==> config.mk <==
export PLATFORM = sky130hd
export DESIGN_NAME = integer_literal_parser_unit_flat
export DESIGN_NICKNAME = d
export VERILOG_FILES = /design/src/rtl/ilp_pkg.sv /design/src/rtl/ilp_if.sv /design/src/rtl/ilp_char_step.sv /design/src/rtl/integer_literal_parser_unit.sv /design/src/flat_wrapper.sv
export SDC_FILE = /design/constraint.sdc
export NUM_CORES = 1
export LEC_CHECK = 0
export BUFFER_PORTS_ARGS = -buffer_cell sky130_fd_sc_hd__buf_2
export CELL_PAD_IN_SITES_DETAIL_PLACEMENT = 1
export CELL_PAD_IN_SITES_GLOBAL_PLACEMENT = 2
export CORE_MARGIN = 1.5
export CORE_UTILIZATION = 30
export DETAILED_ROUTE_END_ITERATION = 8
export PLACE_DENSITY = 0.69
export SLEW_MARGIN = 30
export SYNTH_ARGS = -nofsm -noshare
export SYNTH_HDL_FRONTEND = slang
export SYNTH_SLANG_ARGS = --single-unit
==> constraint.sdc <==
create_clock -name clk -period 7.77 [get_ports clk]
set_input_delay 1.1655 -clock clk [delete_from_list [all_inputs] [get_ports clk]]
set_output_delay 1.1655 -clock clk [all_outputs]
set_load 0.005 [all_outputs]
==> src/rtl/ilp_pkg.sv <==
`default_nettype none

package ilp_pkg;

  localparam int ACC_WIDTH   = 64;
  localparam int VALUE_WIDTH = 64;
  localparam int CHAR_WIDTH  = 8;
  localparam int RADIX_WIDTH = 5;
  localparam int POS_WIDTH   = 2;

  localparam logic [CHAR_WIDTH-1:0] CH_UNDERSCORE = 8'h5F;
  localparam logic [CHAR_WIDTH-1:0] CH_ZERO       = 8'h30;
  localparam logic [CHAR_WIDTH-1:0] CH_NINE       = 8'h39;
  localparam logic [CHAR_WIDTH-1:0] CH_LC_A       = 8'h61;
  localparam logic [CHAR_WIDTH-1:0] CH_LC_F       = 8'h66;
  localparam logic [CHAR_WIDTH-1:0] CH_UC_A       = 8'h41;
  localparam logic [CHAR_WIDTH-1:0] CH_UC_F       = 8'h46;
  localparam logic [CHAR_WIDTH-1:0] CH_B          = 8'h62;
  localparam logic [CHAR_WIDTH-1:0] CH_O          = 8'h6F;
  localparam logic [CHAR_WIDTH-1:0] CH_D          = 8'h64;
  localparam logic [CHAR_WIDTH-1:0] CH_X          = 8'h78;

  localparam logic [RADIX_WIDTH-1:0] RADIX_NONE = 5'd0;
  localparam logic [RADIX_WIDTH-1:0] RADIX_BIN  = 5'd2;
  localparam logic [RADIX_WIDTH-1:0] RADIX_OCT  = 5'd8;
  localparam logic [RADIX_WIDTH-1:0] RADIX_DEC  = 5'd10;
  localparam logic [RADIX_WIDTH-1:0] RADIX_HEX  = 5'd16;

  localparam logic [POS_WIDTH-1:0] POS_FIRST  = 2'd0;
  localparam logic [POS_WIDTH-1:0] POS_SECOND = 2'd1;
  localparam logic [POS_WIDTH-1:0] POS_THIRD  = 2'd2;
  localparam logic [POS_WIDTH-1:0] POS_LATER  = 2'd3;

  typedef logic [ACC_WIDTH-1:0] acc_t;

  typedef struct packed {
    logic [POS_WIDTH-1:0]   pos;
    logic                   first_was_zero;
    logic [RADIX_WIDTH-1:0] prefix_radix;
    logic [RADIX_WIDTH-1:0] radix;
    acc_t                   acc;
    logic                   halted;
  } ilp_state_t;

  localparam ilp_state_t STATE_RESET = '{
    pos:            POS_FIRST,
    first_was_zero: 1'b0,
    prefix_radix:   RADIX_NONE,
    radix:          RADIX_DEC,
    acc:            '0,
    halted:         1'b0
  };

endpackage

`default_nettype wire

==> src/rtl/ilp_if.sv <==
`default_nettype none

interface ilp_in_if;
  logic                         valid;
  logic                         ready;
  logic [ilp_pkg::CHAR_WIDTH-1:0] char_code;
  logic                         is_final;

  modport source (output valid, output char_code, output is_final, input ready);
  modport sink   (input valid, input char_code, input is_final, output ready);
endinterface

interface ilp_out_if;
  logic                                 valid;
  logic                                 ready;
  logic signed [ilp_pkg::VALUE_WIDTH-1:0] value;

  modport source (output valid, output value, input ready);
  modport sink   (input valid, input value, output ready);
endinterface

`default_nettype wire

==> src/rtl/ilp_char_step.sv <==
`default_nettype none

module ilp_char_step (
  input  wire ilp_pkg::ilp_state_t              cur,
  input  wire logic [ilp_pkg::CHAR_WIDTH-1:0]   char_code,
  output ilp_pkg::ilp_state_t                   nxt
);
  import ilp_pkg::*;

  logic                   clear_prefix;
  acc_t                   acc_base;
  logic                   halted_base;
  logic [RADIX_WIDTH-1:0] radix_eff;
  logic                   is_digit;
  logic [3:0]             digit;
  acc_t                   acc_scaled;
  acc_t                   digit_ext;

  // prefix recognized: restart on the third character in the named radix
  assign clear_prefix = (cur.pos == POS_THIRD) && (cur.prefix_radix != RADIX_NONE);
  assign acc_base     = clear_prefix ? '0 : cur.acc;
  assign halted_base  = clear_prefix ? 1'b0 : cur.halted;
  assign radix_eff    = clear_prefix ? cur.prefix_radix : cur.radix;

  always_comb begin
    is_digit = 1'b1;
    digit    = char_code[3:0];
    if (char_code >= CH_ZERO && char_code <= CH_NINE) begin
      digit = char_code[3:0];
    end else if ((char_code >= CH_LC_A && char_code <= CH_LC_F) ||
                 (char_code >= CH_UC_A && char_code <= CH_UC_F)) begin
      digit = 4'(char_code[3:0] + 4'd9);
    end else begin
      is_digit = 1'b0;
    end
  end

  always_comb begin
    case (radix_eff)
      RADIX_BIN: acc_scaled = {acc_base[ACC_WIDTH-2:0], 1'b0};
      RADIX_OCT: acc_scaled = {acc_base[ACC_WIDTH-4:0], 3'b000};
      RADIX_HEX: acc_scaled = {acc_base[ACC_WIDTH-5:0], 4'b0000};
      default:   acc_scaled = {acc_base[ACC_WIDTH-4:0], 3'b000}
                            + {acc_base[ACC_WIDTH-2:0], 1'b0};
    endcase
  end

  assign digit_ext = {{(ACC_WIDTH-4){1'b0}}, digit};

  always_comb begin
    nxt        = cur;
    nxt.acc    = acc_base;
    nxt.halted = halted_base;
    nxt.radix  = radix_eff;

    if (cur.pos == POS_FIRST) begin
      nxt.first_was_zero = (char_code == CH_ZERO);
    end else if (cur.pos == POS_SECOND && cur.first_was_zero) begin
      case (char_code)
        CH_B:    nxt.prefix_radix = RADIX_BIN;
        CH_O:    nxt.prefix_radix = RADIX_OCT;
        CH_D:    nxt.prefix_radix = RADIX_DEC;
        CH_X:    nxt.prefix_radix = RADIX_HEX;
        default: nxt.prefix_radix = RADIX_NONE;
      endcase
    end

    if (!halted_base && char_code != CH_UNDERSCORE) begin
      if (!is_digit) begin
        nxt.halted = 1'b1;
      end else begin
        nxt.acc = acc_scaled + digit_ext;
      end
    end

    if (cur.pos != POS_LATER) begin
      nxt.pos = POS_WIDTH'(cur.pos + 1'b1);
    end
  end

endmodule

`default_nettype wire

==> src/rtl/integer_literal_parser_unit.sv <==
// Integer literal parser. Send the literal one character per in_ch transaction,
// with is_final set on the last character; the literal's value comes out as one
// out_ch transaction, two's complement and wrapped modulo 2^64. A 0b, 0o, 0d or
// 0x head (lowercase, literal of three or more characters) selects radix 2, 8,
// 10 or 16, otherwise radix 10; underscores are skipped, digits 0-9/a-f/A-F
// count in any radix, and the first other character freezes the value. One
// character is taken every cycle unless in_ch stalls: each passes an input
// register and one shift-add accumulate step, and a final character's result
// then goes to the output register and is offered on out_ch. in_ch stalls
// only when a result waits in the output register, out_ch is not taking it,
// and the next character to retire is itself final.
`default_nettype none

module integer_literal_parser_unit (
  input  wire logic clk,
  input  wire logic rst_n,
  ilp_in_if.sink    in_ch,
  ilp_out_if.source out_ch
);
  import ilp_pkg::*;

  logic                  s1_valid_r, s1_valid_nxt;
  logic [CHAR_WIDTH-1:0] s1_char_r;
  logic                  s1_fin_r;
  logic                  in_fire;
  logic                  s1_go;

  ilp_state_t            state_r, state_nxt;
  ilp_state_t            step_out;

  logic                  out_valid_r, out_valid_nxt;
  acc_t                  out_acc_r;

  ilp_char_step u_step (
    .cur       (state_r),
    .char_code (s1_char_r),
    .nxt       (step_out)
  );

  assign s1_go        = s1_valid_r && (!s1_fin_r || !out_valid_r || out_ch.ready);
  assign in_ch.ready  = !s1_valid_r || s1_go;
  assign in_fire      = in_ch.valid && in_ch.ready;
  assign s1_valid_nxt = in_fire ? 1'b1 : (s1_go ? 1'b0 : s1_valid_r);

  always_comb begin
    state_nxt = state_r;
    if (s1_go) begin
      state_nxt = s1_fin_r ? STATE_RESET : step_out;
    end
  end

  always_comb begin
    out_valid_nxt = out_valid_r;
    if (s1_go && s1_fin_r) begin
      out_valid_nxt = 1'b1;
    end else if (out_ch.ready) begin
      out_valid_nxt = 1'b0;
    end
  end

  always_ff @(posedge clk) begin
    if (!rst_n) begin
      s1_valid_r  <= 1'b0;
      out_valid_r <= 1'b0;
      state_r     <= STATE_RESET;
    end else begin
      s1_valid_r  <= s1_valid_nxt;
      out_valid_r <= out_valid_nxt;
      state_r     <= state_nxt;
    end
  end

  always_ff @(posedge clk) begin
    if (in_fire) begin
      s1_char_r <= in_ch.char_code;
      s1_fin_r  <= in_ch.is_final;
    end
    if (s1_go && s1_fin_r) begin
      out_acc_r <= step_out.acc;
    end
  end

  assign out_ch.valid = out_valid_r;
  assign out_ch.value = VALUE_WIDTH'(signed'(out_acc_r));

  a_final_loads_out: assert property (@(posedge clk) disable iff (!rst_n)
    s1_go && s1_fin_r |=> out_valid_r)
    else $error("final character retired without a result");

  a_final_resets_state: assert property (@(posedge clk) disable iff (!rst_n)
    s1_go && s1_fin_r |=> state_r.pos == POS_FIRST && state_r.acc == '0
                          && !state_r.halted && state_r.radix == RADIX_DEC)
    else $error("state not restored after literal end");

  a_pos_advances: assert property (@(posedge clk) disable iff (!rst_n)
    s1_go && !s1_fin_r |=> state_r.pos != POS_FIRST)
    else $error("character position failed to advance");

  a_stall_needs_pending: assert property (@(posedge clk) disable iff (!rst_n)
    !in_ch.ready |-> s1_valid_r && s1_fin_r && out_valid_r)
    else $error("input stalled without a pending result");

  a_radix_legal: assert property (@(posedge clk) disable iff (!rst_n)
    state_r.radix == RADIX_BIN || state_r.radix == RADIX_OCT ||
    state_r.radix == RADIX_DEC || state_r.radix == RADIX_HEX)
    else $error("radix register holds an unsupported radix");

endmodule

`default_nettype wire

==> src/flat_wrapper.sv <==
// flat-port wrapper written by rule: the top's interface ports become plain ports
module integer_literal_parser_unit_flat import ilp_pkg::*;
  (clk, rst_n, in_ch_valid, in_ch_char_code, in_ch_is_final, in_ch_ready, out_ch_valid, out_ch_value, out_ch_ready);
  ilp_in_if in_ch_i ();
  ilp_out_if out_ch_i ();
  input  wire logic clk;
  input  wire logic rst_n;
  input wire logic [$bits(in_ch_i.valid)-1:0] in_ch_valid;
  input wire logic [$bits(in_ch_i.char_code)-1:0] in_ch_char_code;
  input wire logic [$bits(in_ch_i.is_final)-1:0] in_ch_is_final;
  output wire logic [$bits(in_ch_i.ready)-1:0] in_ch_ready;
  output wire logic [$bits(out_ch_i.valid)-1:0] out_ch_valid;
  output wire logic [$bits(out_ch_i.value)-1:0] out_ch_value;
  input wire logic [$bits(out_ch_i.ready)-1:0] out_ch_ready;
  assign in_ch_i.valid = in_ch_valid;
  assign in_ch_i.char_code = in_ch_char_code;
  assign in_ch_i.is_final = in_ch_is_final;
  assign in_ch_ready = in_ch_i.ready;
  assign out_ch_valid = out_ch_i.valid;
  assign out_ch_value = out_ch_i.value;
  assign out_ch_i.ready = out_ch_ready;
  integer_literal_parser_unit u_core (.clk(clk), .rst_n(rst_n), .in_ch(in_ch_i), .out_ch(out_ch_i));
endmodule
== Yosys cells after proc, flatten, opt, wreduce, memory -nomap -nowiden ==
Cells that the tools add are included.

* Word-level logic and storage cells: 82
* Memories: 0
* Memory bits (read-only): 0
* RAM bits: 0
* Bits in latches: 0
* Register bits: 153
* Output and inout bits: 66

* Shift-type cells: 0
* Equal/unequal tests: 13
* Reduce and logical (&&, ||, !) cells: 27
* Magnitude comparators: 6
* Bitwise operators: 0
* Add/subtract/negate cells: 4
* Multiply operators: 0
* Divide/modulo/power cells: 0
* Muxes and demuxes: 21

{| class="wikitable"
|+ Operators by type and width
! operator !! number
|-
| $pmux W64 S3 || 1
|-
| $mux W64 || 2
|-
| $mux W78 || 1
|-
| $mux W65 || 1
|-
| $add A64 B4 Y64 || 1
|-
| $add A64 B64 Y64 || 1
|-
| $eq A8 B7 Y1 const B || 4
|-
| $pmux W5 S4 || 1
|-
| $ge A8 B7 Y1 const B || 2
|-
| $le A8 B7 Y1 const B || 2
|-
| $mux W5 || 3
|-
| $reduce_bool A2 Y1 || 5
|-
| $logic_and A1 B1 Y1 || 9
|-
| $mux W1 || 9
|-
| $eq A8 B6 Y1 const B || 1
|-
| $ge A8 B6 Y1 const B || 1
|-
| $le A8 B6 Y1 const B || 1
|-
| $mux W4 || 2
|-
| $ne A8 B7 Y1 const B || 1
|-
| $eq A5 B2 Y1 const B || 1
|-
| $eq A5 B4 Y1 const B || 1
|-
| $eq A5 B5 Y1 const B || 1
|-
| $reduce_bool A5 Y1 || 1
|-
| $add A4 B4 Y4 const B || 1
|-
| other kinds (11) || 18
|}

== Depth between registers and ports, before layout ==
Gate-level depths: netlist (run 1).

* Depth after elaboration: 9
* Gate-level depth with buffers: 31
* Gate-level depth less buffers: 20

== By module ==
A second synthesis (run 1) with hierarchy kept.

* Cell total of the unflattened synthesis: 2,043
* Area total of the unflattened synthesis: 15,528.6 sq um

{| class="wikitable"
|+ By module, submodules not included
! module !! area an instance (sq um) !! cells each !! sequential area each (sq um) !! instances
|-
| ilp_char_step || 10,862.9 || 1,778 || 0.0 || 1
|-
| integer_literal_parser_unit || 4,665.7 || 265 || 3,793.6 || 1
|}

== Worst setup path before layout (run 1) ==
No wires, ideal clock.

* Kind: reg-to-reg
* From: register u_core.state_r[76] in the netlist's numbering
* To: register u_core.out_acc_r[58] (netlist: u_core.out_ch.value[58]) (data pin)
* Clock period less this slack: 6.941 ns
* Setup time: 0.265 ns
* Data required time: 7.505 ns
* Setup slack: 0.829 ns
* Arrival time: 6.676 ns
* Cell stages (with the launch flop): 32
* Path through: dfxtp_1 > inv_1 > ha_1 > buf_4 > o31ai_4 > buf_2 > buf_4 > buf_4 > buf_2 > buf_2 > buf_1 > clkbuf_1 > clkbuf_1 > nand2_1 > inv_1 > ha_1 > ha_1 > a21oi_1 > a221oi_2 > o211ai_1 > a21oi_1 > a211oi_2 > or4_1 > nand3_1 > o211ai_1 > or3_1 > buf_2 > or4_1 > buf_2 > nor4_1 > xor2_1 > o21ai_1

{| class="wikitable"
|+ RTL lines
! element !! line !! text
|-
| start, declared || integer_literal_parser_unit.sv:28 || <nowiki>ilp_state_t state_r, state_nxt;</nowiki>
|-
| start signal, assigned || integer_literal_parser_unit.sv:69 || <nowiki>state_r <= state_nxt;</nowiki>
|-
| end signal, assigned || integer_literal_parser_unit.sv:79 || <nowiki>out_acc_r <= step_out.acc;</nowiki>
|-
| end, declared || integer_literal_parser_unit.sv:32 || <nowiki>acc_t out_acc_r;</nowiki>
|}

==> reports/metrics.csv, run 1 <==
metric;value;unit
switching part of the total;26.9;%
Core ar.;52800;um2
total wire length;72.6;mm
Setup crit start;u_core.state_r[76]$_SDFFE_PN0P_;
Post-Syn Area;16100;um2
worst hold slack;454;ps
crit-path cells;inv_1 -> ha_1 -> o31ai_4 -> nand2_1 -> inv_1 -> ha_1 -> maj3_1 -> a221o_1 -> a211oi_2 -> nor4_1 -> a211oi_1 -> a31o_2 -> a21oi_1 -> or3_1 -> nor4_1 -> nand3b_1 -> nor4_1 -> xor2_1 -> o21ai_1;
area leader, netlist;edfxtp_1;
worst hold path stage count;2;
row cnt;84;
TritonCTS Sinks;151;
crit path kind;reg -> reg;
initial core utilization;30.5;%
full die area;55100;um2
gr ovfl total;0;
Worst-path clk slew;70;ps
Die Y;235;um
vias per cell;6.30;
hold_sp;u_core.state_r[55]$_SDFFE_PN0P_;
gpl congestion;0.942;
vias in the first global route;17335;
startpoint types;register;
grt met3 use;4.06;%
Pwr per Cell Area;102;nW/um2
Worst-Skew Late Latency;520;ps
Final ANT Viol Nets;0;
via count;17621;
Seq pwr share;47.3;%
clock share of power;48.5;%
final-report max-slew violation count;0;
Worst R2R Start;u_core.state_r[76]$_SDFFE_PN0P_;
most frequent cells in the layout;218 x o21ai_0, 209 x nand2_1, 107 x nor2_1;
min Tclk post-route;7160;ps
Layout Skew;29.4;ps
post-DP HPWL;51.7;mm
most common cell after layout, fill and taps aside;o21ai_0;
final hold violation count;0;
Max IR drop VDD;140;uV
status;complete, no violations;
first-pass GRT wire length;111;mm
Synth Warn #;0;
total global routing track utilization;26.0;%
CTS Buffer Depth;2;
number of synthesized flops with an enable pin;73;
Top-Level Pins;79;
Tcrit/Tclk final;92.2;%
Reg2Reg Setup Slack;610;ps
Slowest Stage Delay on Critical Path;820;ps
Syn Inst Count;2166;
Synth Flop Type;dfxtp_1;
Wirelength per Cell;26.0;um
CP arrival;7380;ps
number of DRC markers in iteration 0;1535;
DRT Pass-1 Iters;8;
RR Endpoint;u_core.out_ch.value[58]$_DFFE_PP_;
worst reg2reg path depth;19;
sequential fraction of the synthesis area;23.3;%
Die Wd;235;um
CTS buffer count;17;
final setup vio count;0;
CP max-delay cell;a211oi_1;
largest fanout on the critical path;14;
Max transition margin;33.5;%
syn_nets;2208;
asr flop ratio synth;0;%
Synth Register Bits;151;
CTS tree;built;
met1 Use GR;37.0;%
setup TNS;0;ps
Slew @ Worst Pin;996;ps
Fmax;140;MHz
CP dominant cell by count;nor4_1;
layout cells sized above 1;11.0;%
met2 GRT Util;39.9;%
IO buf count;78;
Pleak;5.67;nW
number of H-tree levels;4;
Nets;2136;
Critical path destination;u_core.out_ch.value[58]$_DFFE_PP_;
Netlist cell types;106;
CP Data Required Time;7990;ps
initial antenna violation count;0;
pin count of the biggest net entering global routing;114;
post-CTS setup buffers;0;
Pint;1.31;mW
Max Cap Viol;0;
Hold WC Path Type;reg -> reg;
DRC violations left;0;
Worst setup EP type;register;
top cells by area, synth;edfxtp_1 14%, dfxtp_1 9.7%, o21ai_0 6.8%;
P&R area growth vs syn;9.02;%
Synth top area share;13.6;%
grt peak-use layer;met2;
Switch Pwr;0.484;mW
hold buffer count at CTS;0;
cts repair resizes;0;
Syn Area/Cell;7.43;um2
RSZ-0062 raised after global routing;false;
Comb power frac;4.2;%
root buffer cell;clkbuf_16;
==> cell type report <==
| cell class | instances | area (um2) |
|---|---|---|
| Fill cell | 6436 | 35200 |
| Sequential cell | 151 | 3760 |
| Clock buffer | 18 | 429 |
| Inverter | 57 | 214 |
| Antenna cell | 2 | 5.00 |
| Multi-Input combinational cell | 1747 | 11400 |
| Clock inverter | 14 | 143 |
| Tap cell | 688 | 861 |
| Timing Repair Buffer | 120 | 759 |
==> metal layers <==
metal	vias to the layer above	wire length, um
li1	8042	-
met1	8964	34900
met2	533	32000
met3	82	3930
met4	0	1820
met5	-	0
==> power by group through the flow <==
stage / Combinational (mW) / Sequential (mW) / Clock, mW
3_3_place_gp: 0.0730 / 0.868 / 0
6_report: 0.0760 / 0.851 / 0.871
5_1_grt: 0.0825 / 0.852 / 0.916
4_1_cts: 0.0767 / 0.850 / 0.894
3_5_place_dp: 0.0765 / 0.868 / 0
2_1_floorplan: 0.0407 / 0.866 / 0
==> cells in the mapped netlist, drive strengths merged (35+ instances only) <==
cell / number
a21oi: 103
a22oi: 60
and2: 35
buf: 63
clkbuf: 148
dfxtp: 78
edfxtp: 73
inv: 57
nand2: 210
nand3: 106
nor2: 109
nor2b: 57
nor3: 69
o21ai: 233
xnor2: 66
xor2: 59
==> critical path: cells and delay by family (launching register included) <==
family / cells / cell delay, ps
xor+xnor: 1 / 230
fa+ha+maj: 3 / 1130
buf+inv: 2 / 200
flops: 1 / 360
compound gates: 7 / 2340
simple gates: 6 / 2610
==> kinds of logic (layout without fill, tap and decap cells) <==
family	after synthesis	after routing	share of synthesized area (%)
DFF	151	151	23.3
muxes	21	21	1.36
buffers and inverters	268	209	6.59
AOI/OAI and AO/OA	765	765	32.8
other	0	2	0
and+or+nand+nor	805	805	26.7
xor gates and xnor gates	125	125	6.80
adders and majority gates	31	31	2.42
==> through the flow <==
step | utilization (%) | power (mW) | cells | setup WS, ps | area (um2)
after detailed placement | 32.1 | 0.945 | 2763 | 767 | 16900
after global routing | 33.3 | 1.85 | 2795 | 248 | 17500
final | 33.3 | 1.80 | 2797 | 608 | 17600
after CTS | 33.2 | 1.82 | 2795 | 720 | 17500
after floorplan | - | 0.907 | 2166 | 829 | 16100
after global placement | 32.0 | 0.941 | 2761 | 1020 | 16900
==> state kept, by name, indices dropped and copies added, names as in the netlist <==
register             cells
u_core.s1_valid_r        1
u_core.out_ch.value     64
u_core.state_r          76
u_core.s1_char_r         8
u_core.out_ch.valid      1
u_core.s1_fin_r          1
==> worst min-delay path by stage <==
stage	end
floorplan	u_core.state_r[50]$_SDFFE_PN0P_
global placement	u_core.state_r[53]$_SDFFE_PN0P_
detailed placement	u_core.state_r[55]$_SDFFE_PN0P_
CTS	u_core.state_r[55]$_SDFFE_PN0P_
global route	u_core.state_r[50]$_SDFFE_PN0P_
finish	u_core.state_r[55]$_SDFFE_PN0P_
Power figures use the tool's default switching activity.
==> run 2, diff against run 1 <==
--- a/config.mk
+++ b/config.mk
@@ -9,9 +9,9 @@
 export CELL_PAD_IN_SITES_DETAIL_PLACEMENT = 1
 export CELL_PAD_IN_SITES_GLOBAL_PLACEMENT = 2
 export CORE_MARGIN = 1.5
-export CORE_UTILIZATION = 30
+export CORE_UTILIZATION = 35
 export DETAILED_ROUTE_END_ITERATION = 8
-export PLACE_DENSITY = 0.69
+export PLACE_DENSITY = 0.79
 export SLEW_MARGIN = 30
 export SYNTH_ARGS = -nofsm -noshare
 export SYNTH_HDL_FRONTEND = slang
==> run 2 against run 1 <==
Routed wire length shrank 3.2%. Total power shrank 0.60%. Sequential power is essentially flat. Critical endpoint unchanged.
==> reports/metrics.csv, run 2 (same netlist as run 1, synthesis figures left out) <==
metric;value;unit;change
Pwr per Cell Area;102;nW/um2;-0.16%
switching part of the total;25.6;%;-1.3 points
hold buffer count at CTS;0;;unchanged
Switch Pwr;0.458;mW;-5.5%
CP max-delay cell;a211oi_1;;
Layout Skew;18.2;ps;-11.2 ps
post-route setup slack;756;ps;+148 ps
Worst setup EP type;register;;
Worst-Skew Late Latency;510;ps;about the same
Top-Level Pins;79;;unchanged
Max transition margin;32.2;%;-1.4 points
DRT Pass-1 Iters;7;;-1
Die Y;217;um;-7.3%
CP arrival;7250;ps;-130 ps
Pleak;5.73;nW;+1.0%
full die area;47300;um2;-14%
first-pass GRT wire length;107;mm;-3.8%
CTS buffer count;17;;unchanged
CTS Buffer Depth;2;;unchanged
Nets;2147;;+0.51%
row cnt;78;;-7.1%
number of H-tree levels;4;;unchanged
min Tclk post-route;7010;ps;-148 ps
Core ar.;45400;um2;-14%
Levels on crit path;19;;unchanged
Biggest register;u_core.state_r;;
post-CTS setup buffers;0;;unchanged
Seq pwr share;47.6;%;+0.3 points
largest fanout on the critical path;14;;unchanged
crit path kind;reg -> reg;;
final hold violation count;0;;unchanged
final setup vio count;0;;unchanged
DRC violations left;0;;unchanged
TritonCTS Sinks;151;;unchanged
fin area;17500;um2;-0.44%
Comb power frac;4.2;%;about the same
Final Core Density;38.5;%;+5.2 points
fillcell total;5562;;-14%
initial antenna violation count;0;;unchanged
P&R area growth vs syn;8.54;%;
number of DRC markers in iteration 0;1713;;+12%
clock share of power;48.2;%;-0.3 points
CP top delay family;compound AO/OA/AOI/OAI gates;;
RSZ-0062 raised after global routing;false;;
gpl congestion;0.942;;about the same
Hold WC Path Type;reg -> reg;;
root buffer cell;clkbuf_16;;
vias per cell;6.53;;+3.6%
pin count of the biggest net entering global routing;154;;+35%
Tcrit/Tclk final;90.3;%;-1.9 points
layout cells sized above 1;11.2;%;+0.23 points
Fmax;143;MHz;+2.1%
Setup WS pre-CTS;882;ps;+116 ps
crit-path cells;inv_1 -> ha_1 -> o31ai_4 -> nand2_1 -> inv_1 -> ha_1 -> maj3_1 -> a221o_1 -> a211oi_2 -> nor4_1 -> a211oi_1 -> o21ai_1 -> xnor2_1 -> a221o_1 -> or3_1 -> or4_1 -> nor4_1 -> xor2_1 -> o21ai_1;;
IO buf count;78;;unchanged
CP Data Required Time;8000;ps;about the same
max reg flops;76;;unchanged
initial core utilization;35.5;%;+5.0 points
CTS tree;built;;
via count;17741;;+0.68%
total global routing track utilization;29.4;%;+3.4 points
startpoint types;register;;
total wire length;70.3;mm;-3.2%
Slew @ Worst Pin;1010;ps;+14.1 ps
Worst-path clk slew;70;ps;about the same
worst hold slack;446;ps;-7.86 ps
worst hold path stage count;2;;unchanged
dpl cell area;16900;um2;-0.41%
Pint;1.33;mW;+1.2%
Final ANT Viol Nets;0;;unchanged
Diodes inserted;0;;-2
post-DP HPWL;50.1;mm;-3.1%
final-report max-slew violation count;0;;unchanged
Max Cap Viol;0;;unchanged
Max IR drop VDD;162;uV;+16%
worst reg2reg path depth;19;;unchanged
Wirelength per Cell;25.9;um;-0.42%
gr ovfl total;0;;unchanged
Die Wd;217;um;-7.3%
setup TNS;0;ps;unchanged
Cell Count, Final, Fillers Out;2718;;-2.8%
placed cells;2686;;-2.8%
Slowest Stage Delay on Critical Path;840;ps;+20 ps
most common cell after layout, fill and taps aside;o21ai_0;;
total power;1.79;mW;-0.60%
vias in the first global route;17052;;-1.6%
cts repair resizes;0;;unchanged
WP buf/inv;2;;unchanged
most frequent cells in the layout;218 x o21ai_0, 210 x nand2_1, 107 x nor2_1;;
status;complete, no violations;;
==> run 2: changes by cell type in the layout (fill, tap and decap cells not counted), sizes merged <==
cell      change
buf          +11
clkbuf        +4
clkinv        +3
clkinvlp      -2
diode         -2
inv           -5
==> run 2: layout make-up <==
class	instances	area (um2)	share of cell area, %
Sequential cell	151	3750	21.5
Inverter	57	214	1.22
Tap cell	600	751	4.30
Clock inverter	10	95.1	0.544
Multi-Input combinational cell	1747	11400	65.1
Timing Repair Buffer	131	813	4.65
Clock buffer	22	474	2.71
==> run 2: power groups by stage <==
stage               combinational (mW)  sequential [mW]  clock [mW]
floorplan                       0.0407            0.866           0
global placement                0.0710            0.868           0
detailed placement              0.0743            0.868           0
CTS                             0.0747            0.851       0.881
global route                    0.0807            0.852       0.905
finish                          0.0745            0.851       0.862
==> run 2: path summary, 6_finish.rpt <==
kind | from | end | slack, ps
setup / recovery | u_core.state_r[76]$_SDFFE_PN0P_ | u_core.out_ch.value[58]$_DFFE_PP_ | 760
hold / removal | u_core.state_r[59]$_SDFFE_PN0P_ | u_core.state_r[59]$_SDFFE_PN0P_ | 450
setup reg to reg | u_core.state_r[76]$_SDFFE_PN0P_ | u_core.out_ch.value[58]$_DFFE_PP_ | 760
hold reg to reg | u_core.state_r[59]$_SDFFE_PN0P_ | u_core.state_r[59]$_SDFFE_PN0P_ | 450
==> run 2: worst min-delay path, cell delays in order (launching register included) <==
cell,delay (ps)
dfxtp_1,310
nand2_1,50
o21ai_1,50
==> run 2: metal layers <==
metal	GRT usage [%]	wire, um
met4	10.4	1870
met3	5.43	4520
met5	0	0
met2	46.1	32100
met1	40.2	31800
==> run 3, diff against run 2 <==
--- a/config.mk
+++ b/config.mk
@@ -5,13 +5,14 @@
 export SDC_FILE = /design/constraint.sdc
 export NUM_CORES = 1
 export LEC_CHECK = 0
+export ABC_AREA = 1
 export BUFFER_PORTS_ARGS = -buffer_cell sky130_fd_sc_hd__buf_2
 export CELL_PAD_IN_SITES_DETAIL_PLACEMENT = 1
 export CELL_PAD_IN_SITES_GLOBAL_PLACEMENT = 2
 export CORE_MARGIN = 1.5
-export CORE_UTILIZATION = 35
+export CORE_UTILIZATION = 34
 export DETAILED_ROUTE_END_ITERATION = 8
-export PLACE_DENSITY = 0.79
+export PLACE_DENSITY = 0.84
 export SLEW_MARGIN = 30
 export SYNTH_ARGS = -nofsm -noshare
 export SYNTH_HDL_FRONTEND = slang
==> run 3 against run 2 <==
Worst setup slack better by 860 ps. Final cell count rose by 39%. Via count grew 16%. Final area up 8.4%. Highest routed layer unchanged. Critical path depth up 6. Total power grew 15%. Die area is 12% higher. Fmax increased by 14%. Worst hold slack gained 20 ps.
==> reports/metrics.csv, run 3 <==
metric;value;unit;change
CTS tree;built;;
cts repair resizes;0;;unchanged
Reg2Reg Setup Slack;1620;ps;+860 ps
most instantiated cells after synthesis;1225 x nand2_1, 387 x inv_1, 267 x nor2_1;;
Final Core Density;37.6;%;-0.89 points
Die Y;230;um;+5.6%
layout cells sized above 1;12.4;%;+1.2 points
Seq pwr share;41.7;%;-5.9 points
top cells by area, synth;nand2_1 26%, edfxtp_1 13%, dfxtp_1 8.9%;;
most common cell after layout, fill and taps aside;nand2_1;;
Wirelength per Cell;22.6;um;-13%
Syn Inst Count;3071;;+42%
CP Data Required Time;7980;ps;-20 ps
number of DRC markers in iteration 0;1690;;-1.3%
Netlist cell types;53;;-50%
CP dominant cell by count;nand2_1;;
fillcell total;7008;;+26%
startpoint types;register;;
Die Wd;230;um;+5.6%
pin count of the biggest net entering global routing;69;;-55%
DRT Pass-1 Iters;5;;-2
storage element area;3750;um2;about the same
Worst-path clk slew;70;ps;about the same
WP buf/inv;3;;+1
CTS buffer count;17;;unchanged
syn_nets;3113;;+41%
Max transition margin;41.0;%;+8.9 points
CP max-delay cell;nand2_2;;
fin area;18900;um2;+8.4%
switching part of the total;30.6;%;+5.0 points
hold buffer count at CTS;0;;unchanged
most frequent cells in the layout;1224 x nand2_1, 383 x inv_1, 265 x nor2_1;;
final-report max-slew violation count;0;;unchanged
Biggest register;u_core.state_r;;
Comb power frac;15.8;%;+12 points
row cnt;82;;+5.1%
max reg flops;76;;unchanged
Fmax;163;MHz;+14%
Worst-Skew Late Latency;460;ps;-50 ps
IO buf count;78;;unchanged
post-CTS setup buffers;0;;unchanged
sequential fraction of the synthesis area;21.5;%;-1.8 points
setup TNS;0;ps;unchanged
full die area;52700;um2;+12%
Max IR drop VDD;149;uV;-7.7%
Worst setup EP type;register;;
dpl cell area;18300;um2;+8.7%
vias in the first global route;20473;;+20%
via count;20613;;+16%
total power;2.06;mW;+15%
post-DP HPWL;70.8;mm;+41%
Core ar.;50400;um2;+11%
Synth top area share;26.3;%;+13 points
final setup vio count;0;;unchanged
gpl congestion;0.986;;+4.7%
final hold violation count;0;;unchanged
TritonCTS Sinks;151;;unchanged
Syn Area/Cell;5.69;um2;-23%
Layout Skew;12.8;ps;-5.44 ps
Cell Count, Final, Fillers Out;3787;;+39%
placed cells;3755;;+40%
Synth Flop Type;dfxtp_1;;
Slowest Stage Delay on Critical Path;510;ps;-330 ps
total global routing track utilization;32.3;%;+2.9 points
root buffer cell;clkbuf_16;;
Synth Warn #;0;;unchanged
crit path kind;reg -> reg;;
Pleak;8.58;nW;+50%
Final ANT Viol Nets;0;;unchanged
RSZ-0062 raised after global routing;false;;
asr flop ratio synth;0;%;unchanged
Slew @ Worst Pin;882;ps;-127 ps
number of H-tree levels;4;;unchanged
Pwr per Cell Area;109;nW/um2;+6.4%
min Tclk post-route;6150;ps;-863 ps
Switch Pwr;0.630;mW;+38%
Tcrit/Tclk final;79.2;%;-11 points
initial antenna violation count;0;;unchanged
CP arrival;6360;ps;-890 ps
initial core utilization;34.7;%;-0.81 points
vias per cell;5.44;;-17%
largest fanout on the critical path;24;;+10
CP top delay family;simple AND/OR/NAND/NOR gates;;
Post-Syn Area;17500;um2;+8.5%
gr ovfl total;0;;unchanged
Setup WS pre-CTS;1690;ps;+810 ps
Nets;3144;;+46%
number of synthesized flops with an enable pin;73;;unchanged
total wire length;85.6;mm;+22%
P&R area growth vs syn;8.48;%;about the same
area leader, netlist;nand2_1;;
status;complete, no violations;;
Hold WC Path Type;reg -> reg;;
multi-input logic area;11700;um2;+2.6%
Synth Register Bits;151;;unchanged
worst hold slack;467;ps;+20.4 ps
Diodes inserted;0;;unchanged
clock share of power;42.5;%;-5.7 points
top-count cell post-synth;nand2_1;;
Pint;1.43;mW;+7.6%
Max Cap Viol;0;;unchanged
CTS Buffer Depth;2;;unchanged
post-route setup slack;1620;ps;+863 ps
Top-Level Pins;79;;unchanged
DRC violations left;0;;unchanged
first-pass GRT wire length;128;mm;+20%
==> run 3: changes by cell type after synthesis, moves of 103 or more <==
cell / previous run / this run
nand3_1: 105 / 208
clkbuf_1: 148 / 38
o21ai_0: 218 / 53
nand2_1: 210 / 1225
nor2_1: 108 / 267
inv_1: 57 / 387
==> run 3: kinds of logic after synthesis <==
kind of cell | Yosys count | share of synthesized area (%)
XOR/XNOR | 33 | 1.65
flip-flops | 151 | 21.5
buffers and inverters | 499 | 11.8
adder cells (fa/ha/maj) | 29 | 2.12
AND/OR/NAND/NOR | 1998 | 50.7
AO/OA/AOI/OAI | 361 | 12.2
==> run 3: power groups by stage <==
| stage | Sequential, mW | Combinational [mW] | Clock, mW |
|---|---|---|---|
| 2_1_floorplan | 0.874 | 0.197 | 0 |
| 3_3_place_gp | 0.876 | 0.313 | 0 |
| 3_5_place_dp | 0.877 | 0.318 | 0 |
| 4_1_cts | 0.859 | 0.319 | 0.892 |
| 5_1_grt | 0.860 | 0.349 | 0.919 |
| 6_report | 0.859 | 0.326 | 0.876 |
==> run 3: worst paths after layout <==
path                                       end                       startpoint  cells past startpoint
max reg2reg  u_core.out_ch.value[49]$_DFFE_PP_  u_core.state_r[76]$_SDFFE_PN0P_                     25
max          u_core.out_ch.value[49]$_DFFE_PP_  u_core.state_r[76]$_SDFFE_PN0P_                     25
min reg2reg    u_core.state_r[53]$_SDFFE_PN0P_  u_core.state_r[53]$_SDFFE_PN0P_                      2
min            u_core.state_r[53]$_SDFFE_PN0P_  u_core.state_r[53]$_SDFFE_PN0P_                      2
==> run 3: area by class of cell <==
class,instances,area share [%]
well taps,672,4.44
flip-flops and latches,151,19.8
clock buffers,18,2.27
clock inverters,14,0.911
multi-input cells,2421,61.6
repair buffers,96,2.79
inverters,415,8.22
==> run 3: per-layer routing <==
| layer | track usage (%) | up-vias | routed length, um |
|---|---|---|---|
| met4 | 9.66 | 0 | 2260 |
| met2 | 49.0 | 605 | 36400 |
| li1 | - | 9800 | - |
| met5 | 0 | - | 0 |
| met3 | 4.53 | 89 | 5460 |
| met1 | 46.9 | 10119 | 41500 |
==> run 3: worst min-delay path: stages, from the launching register on <==
cell	delay [ps]
dfxtp_1	310
nand2_1	60
a21oi_1	50
